### src/rtl/plid_pkg.sv
// plid_pkg: shared types and codes for the positional list core.
// Holds the request/response structs, operation and status codes.
// No dependencies.
package plid_pkg;

    // operation codes
    localparam logic [1:0] OP_INSERT = 2'd0;
    localparam logic [1:0] OP_DELETE = 2'd1;
    localparam logic [1:0] OP_READ   = 2'd2;

    // status codes
    localparam logic [1:0] ST_OK    = 2'd0;
    localparam logic [1:0] ST_RANGE = 2'd1;
    localparam logic [1:0] ST_FULL  = 2'd2;
    localparam logic [1:0] ST_EMPTY = 2'd3;

    localparam int unsigned POS_W  = 7;
    localparam int unsigned WORD_W = 32;
    localparam int unsigned LEN_W  = 7;

    typedef struct packed {
        logic [1:0]              operation;
        logic [POS_W-1:0]        position;
        logic signed [WORD_W-1:0] value;
    } t_req;

    typedef struct packed {
        logic signed [WORD_W-1:0] word_out;
        logic [LEN_W-1:0]        length_now;
        logic [1:0]              status;
    } t_rsp;

    // shift command broadcast along the row of cells
    typedef struct packed {
        logic ins;   // open a gap at the position, later entries move up
        logic del;   // close the gap at the position, later entries move down
    } t_shift;

endpackage

### src/rtl/plid_cell.sv
// plid_cell: one list slot of the shift chain.
// Holds one word and takes its neighbour's word on a shift.
// Depends on plid_pkg.
module plid_cell #(
    parameter int unsigned IDX_W = 7,
    parameter int unsigned IDX   = 0
) (
    input  logic                                i_clk,
    input  plid_pkg::t_shift                    i_cmd,
    input  logic [IDX_W-1:0]                    i_pos,
    input  logic signed [plid_pkg::WORD_W-1:0]  i_value,
    input  logic signed [plid_pkg::WORD_W-1:0]  i_left,
    input  logic signed [plid_pkg::WORD_W-1:0]  i_right,
    output logic signed [plid_pkg::WORD_W-1:0]  o_entry,
    output logic signed [plid_pkg::WORD_W-1:0]  o_sel_word
);

    localparam logic [IDX_W-1:0] MY_IDX = IDX_W'(IDX);

    logic signed [plid_pkg::WORD_W-1:0] r_entry;
    logic signed [plid_pkg::WORD_W-1:0] n_entry;

    always_comb begin
        n_entry = r_entry;
        if (i_cmd.ins && (MY_IDX > i_pos)) begin
            n_entry = i_left;
        end else if (i_cmd.ins && (MY_IDX == i_pos)) begin
            n_entry = i_value;
        end else if (i_cmd.del && (MY_IDX >= i_pos)) begin
            n_entry = i_right;
        end
    end

    always_ff @(posedge i_clk) begin
        r_entry <= n_entry;
    end

    assign o_entry    = r_entry;
    assign o_sel_word = (MY_IDX == i_pos) ? r_entry : '0;

endmodule

### config.mk
export PLATFORM = sky130hd
export DESIGN_NAME = plid_cell
export DESIGN_NICKNAME = d
export VERILOG_FILES = /design/src/rtl/plid_pkg.sv /design/src/rtl/plid_cell.sv
export SDC_FILE = /design/constraint.sdc
export NUM_CORES = 1
export LEC_CHECK = 0
export ABC_AREA = 0
export BUFFER_PORTS_ARGS = -buffer_cell sky130_fd_sc_hd__buf_4
export CAP_MARGIN = 20
export CORE_MARGIN = 5
export CORE_UTILIZATION = 36
export DETAILED_ROUTE_END_ITERATION = 8
export PLACE_DENSITY = 0.8
export SYNTH_ARGS = -nofsm -noshare
export SYNTH_HDL_FRONTEND = slang
export SYNTH_SLANG_ARGS = --single-unit
### constraint.sdc
create_clock -name i_clk -period 3.25 [get_ports i_clk]
set_input_delay 0.975 -clock i_clk [delete_from_list [all_inputs] [get_ports i_clk]]
set_output_delay 0.975 -clock i_clk [all_outputs]
set_load 0.01 [all_outputs]
==> results of run 1 <==
[cell type report]
cell class | instances | area, um2
clock buffer | 7 | 76.32
clock inverter | 1 | 3.754
fill | 387 | 1764
multi-input combinational | 68 | 738.2
sequential | 32 | 960.9
tap | 67 | 83.83
timing repair buffer | 141 | 1096
[layout by cell type, fill, tap and decap left out, drive strengths merged]
| master | instances |
|---|---|
| and3 | 32 |
| buf | 141 |
| clkbuf | 7 |
| clkinv | 1 |
| edfxtp | 32 |
| mux2 | 32 |
| nand3 | 1 |
| nor3 | 1 |
| nor4 | 1 |
| o211a | 1 |
[worst paths after layout]
path	end	depth (start not counted)	slack [ns]
setup / recovery	o_sel_word[29]	5	0.32
hold / removal	o_entry[2]	2	1.0
[layer usage]
layer  global-route usage  vias up  part of all wire  wire, um
met5                    0        -                 0         0
met4              0.06873        0             0.018        91
met3              0.03499       10             0.098       487
met2               0.2629       81              0.53      2627
met1               0.1642      670              0.35      1741
li1                     -      698                 -         -
[cell families after synthesis]
kind of cell | Yosys count
DFF | 32
AOI/OAI and AO/OA | 1
muxes | 32
buffers and inverters | 9
and+or+nand+nor | 35
[stage by stage]
step / cells / hold slack, ns / setup slack, ns / util
finish: 316 / 0.9962 / 0.3187 / 0.6265
CTS: 316 / 0.9877 / 0.3146 / 0.6265
global placement: 308 / 1.276 / 0.3166 / 0.6095
global route: 316 / 0.9841 / 0.2220 / 0.6265
detailed placement: 308 / 1.278 / 0.3223 / 0.6095
floorplan: 109 / 1.192 / 0.4380 / -
[power groups by stage]
stage / combinational [mW] / sequential (mW) / clock (mW)
2_1_floorplan: 0.0392 / 0.467 / 0
3_3_place_gp: 0.120 / 0.466 / 0
3_5_place_dp: 0.123 / 0.466 / 0
4_1_cts: 0.123 / 0.457 / 0.294
5_1_grt: 0.130 / 0.457 / 0.311
6_report: 0.122 / 0.457 / 0.282
==> flow_metrics.tcl, run 1 <==
set metrics [dict create \
    path_max_fanout 34 \
    grt-ovfl-total 0 \
    worstPathCellList "buf_4 > nor4_4 > buf_12 > and3_1 > buf_4" \
    io_buffer_count 137 \
    synth_fp_nets 215 \
    yosys_warnings 0 \
    syn_to_final_growth_pct 69.17 \
    leakagePower_nw 1.549 \
    synth_commonest_cells "32 x and3_1, 32 x edfxtp_1, 30 x mux2_4, 6 x clkbuf_1, 3 x buf_6" \
    synth.area.mux_share 0.2704 \
    seq_area_frac_synth 0.5494 \
    grtUsageTotal 0.1475 \
    synth_cell_type_count 10 \
    critPathBufInv 3 \
    postCtsSetupBuffers 0 \
    num_rows 25 \
    yosys.area.top_type "edfxtp_1" \
    critical_path_class "in -> out" \
    slew_violations 0 \
    clkSinkCount 32 \
    die_area_um2 6353 \
    vdd_drop_max_uv 207.2 \
    critPathLaunchType "input port" \
    drtIter0Drc 60 \
    hold_class "in -> reg" \
    ys_seq_elements 32 \
    cpMaxStageDelayCell "nor4_4" \
    drc 0 \
    io_pins 170 \
    p_sw_mw 0.1654 \
    cp_top_family "simple AND/OR/NAND/NOR gates" \
    grt_pass1_wl_mm 7.072 \
    synth-simple-area-share 0.1423 \
    antenna_found_initial 0 \
    crit_path_start "i_pos[3]" \
    switching_share 0.1922 \
    cts.repair.resized 0 \
    p_total_mw 0.8608 \
    cts_inserted_buffers 5 \
    detail-route-antenna-nets 0 \
    n_antenna_cell 0 \
    first_global_vias 1357 \
    worst_ep_required_time_ns 2.27 \
    core_area_um2 4723 \
    cts_tree "yes" \
    internal-power_mw 0.6953 \
    wirelength_mm 4.948 \
    final_cell_area_um2 2959 \
    final_nets 354 \
    cp_slowest_stage_delay_ns 0.32 \
    die_h_um 79.71 \
    hold_buffers 0 \
    place_congestion 0.7720 \
    htreeDepth 2 \
    async_flop_share 0 \
    crit_path_frequent_cell "buf_4" \
    outcome "finished, final reports clean" \
    power_frac_comb 0.142 \
    yosysTopAreaCellShare 0.5494 \
    endpoint_kind "primary output" \
    rsz0062_at_grt "no" \
    grt_max_degree 35 \
    num_vias 1459 \
    clock_power_share 0.327 \
    ys_dominant_reg_cell "edfxtp_1" \
    setup-tns-final_ns 0 \
    worstMarginPinSlew_ns 0.4184 \
    synth_top_family_by_area "multiplexers" \
    finalHoldViolCount 0 \
    syn-cell-area_um2 1749 \
    synth_xor_xnor_area_share 0 \
    cts_buffer_depth 2 \
    cts_root_buf "clkbuf_8" \
    synth_area_leaders "edfxtp_1 55%, mux2_4 26%, and3_1 11%" \
    power.share.sequential 0.531 \
    crit_arrival_ns 1.96 \
    maxCapViolations 0 \
    clk_pin_slew_ns 0.06 \
    period_needed_ns 2.931 \
    netlist_instances 109 \
    synth_fa_ha_area_frac 0 \
    via_per_inst 4.617 \
    synth_compound_area_frac 0.005722 \
    drive_gt1_frac 0.7269 \
    largest_reg_flops 32 \
    min-delay-start "i_right[2]" \
    wl_per_cell_um 15.66 \
    syn_avg_cell_area_um2 16.05 \
    placed_area_um2 2879 \
    fmax_mhz 341.1 \
    power_density_nw_per_um2 290.9 \
    fin_crit_sh 0.9020 \
    setup_viol 0 \
    maxSlewHeadroom 0.7211 \
    synth_edf_count 32 \
    firstDrtPassIters 6 \
    die_w_um 79.71 \
    start_util 0.3703 \
]
Note: power is estimated with default switching activity, not from simulation.
==> run 2: changes to the inputs <==
==> constraint.sdc (replaced) <==
create_clock -name i_clk -period 3.25 [get_ports i_clk]
set_input_delay 0.1625 -clock i_clk [delete_from_list [all_inputs] [get_ports i_clk]]
set_output_delay 0.1625 -clock i_clk [all_outputs]
set_load 0.01 [all_outputs]
==> flow_metrics.tcl, run 2 (synthesized netlist as in run 1, its figures left out) <==
set metrics [dict create \
    io_buffer_count 137 \
    setup_viol 0 \
    leakagePower_nw 1.540 \
    p_total_mw 0.8610 \
    detail-route-antenna-nets 0 \
    min_to "o_entry[20]" \
    die_w_um 79.71 \
    num_vias 1457 \
    drtIter0Drc 27 \
    rsz0062_at_grt "no" \
    setup-tns-final_ns 0 \
    clk_pin_slew_ns 0.06 \
    postCtsSetupBuffers 0 \
    fmax_mhz 572.3 \
    fin_ws_ns 1.503 \
    grt_max_degree 35 \
    cts_inserted_buffers 5 \
    grt-ovfl-total 0 \
    maxSlewHeadroom 0.5817 \
    hold_buffers 0 \
    syn_to_final_growth_pct 67.60 \
    vdd_drop_max_uv 175.7 \
    die_h_um 79.71 \
    min-delay-start "i_right[20]" \
    cts_tree "yes" \
    grt_pass1_wl_mm 7.721 \
    worst_ep_required_time_ns 3.24 \
    slew_violations 0 \
    antenna_found_initial 0 \
    largest_reg_flops 32 \
    wl_per_cell_um 16.41 \
    cts_root_buf "clkbuf_8" \
    htreeDepth 2 \
    wirelength_mm 5.170 \
    layout.cells.most_common_list "140 x buf_4, 32 x and3_1, 32 x edfxtp_1" \
    drive_gt1_frac 0.7339 \
    fin_util 0.6207 \
    hold_class "in -> reg" \
    place_congestion 0.7436 \
    cts_buffer_depth 2 \
    layout_commonest_cell "buf_4" \
    core_area_um2 4723 \
    power_density_nw_per_um2 293.7 \
    n_antenna_cell 0 \
    dp_slack_ns 1.196 \
    final_nets 354 \
    critical_path_class "in -> reg" \
    grtUsageTotal 0.1617 \
    num_rows 25 \
    worstMarginPinSlew_ns 0.6275 \
    maxCapViolations 0 \
    firstDrtPassIters 4 \
    cts.repair.resized 0 \
    critPathLaunchType "input port" \
    first_global_vias 1502 \
    start_util 0.3703 \
    clkSinkCount 32 \
    crit_arrival_ns 1.73 \
    finalHoldViolCount 0 \
    drc 0 \
    die_area_um2 6353 \
    outcome "finished, final reports clean" \
    via_per_inst 4.625 \
    fin_crit_sh 0.5377 \
    period_needed_ns 1.747 \
    path_max_fanout 34 \
    holdWs_ns 0.1801 \
    hold_depth 2 \
    endpoint_kind "flop" \
    io_pins 170 \
]
## run 2: worst max-delay path by stage
stage | start | endpoint | slack, ns | depth (start not counted)
2_1_floorplan | i_pos[3] | o_entry[0] | 1.29 | 3
3_3_place_gp | i_pos[3] | o_entry[0] | 1.20 | 5
3_5_place_dp | i_pos[3] | o_entry[26] | 1.20 | 5
4_1_cts | i_pos[3] | o_entry[24] | 1.50 | 5
5_1_grt | i_pos[3] | o_entry[24] | 1.35 | 5
6_report | i_pos[3] | o_entry[24] | 1.50 | 5
## run 2: worst max-delay path: stages
cell and delay (ns):
buf_4 0.12, nor4_4 0.24, buf_4 0.33, o211a_1 0.62, buf_12 0.24
## run 2: where the power goes
group | switching [mW] | leakage [nW] | internal, mW | total (mW)
Combinational | 0.0323 | 1.21 | 0.0881 | 0.120
Clock | 0.138 | 0.0410 | 0.145 | 0.283
Sequential | 0.000922 | 0.288 | 0.456 | 0.457
Total | 0.171 | 1.54 | 0.690 | 0.861
## run 2: cell type report
type / count / area (um2)
clock inverter: 1 / 5.005
clock buffer: 6 / 72.57
multi-input combinational: 68 / 738.2
timing repair buffer: 141 / 1071
sequential: 32 / 960.9
tap: 67 / 83.83
fill: 394 / 1792
## run 2: per-stage QoR
| stage | instances | instance area [um2] |
|---|---|---|
| 2_1_floorplan | 109 | 1749 |
| 3_3_place_gp | 308 | 2854 |
| 3_5_place_dp | 308 | 2854 |
| 4_1_cts | 315 | 2932 |
| 5_1_grt | 315 | 2932 |
| 6_report | 315 | 2932 |
## run 2: per-layer routing
| metal | share of wire | track usage | vias to the layer above |
|---|---|---|---|
| met3 | 0.075 | 0.03612 | 10 |
| met2 | 0.55 | 0.2997 | 73 |
| met4 | 0.025 | 0.08076 | 0 |
| met5 | 0 | 0 | - |
| met1 | 0.35 | 0.1694 | 678 |
| li1 | - | - | 696 |
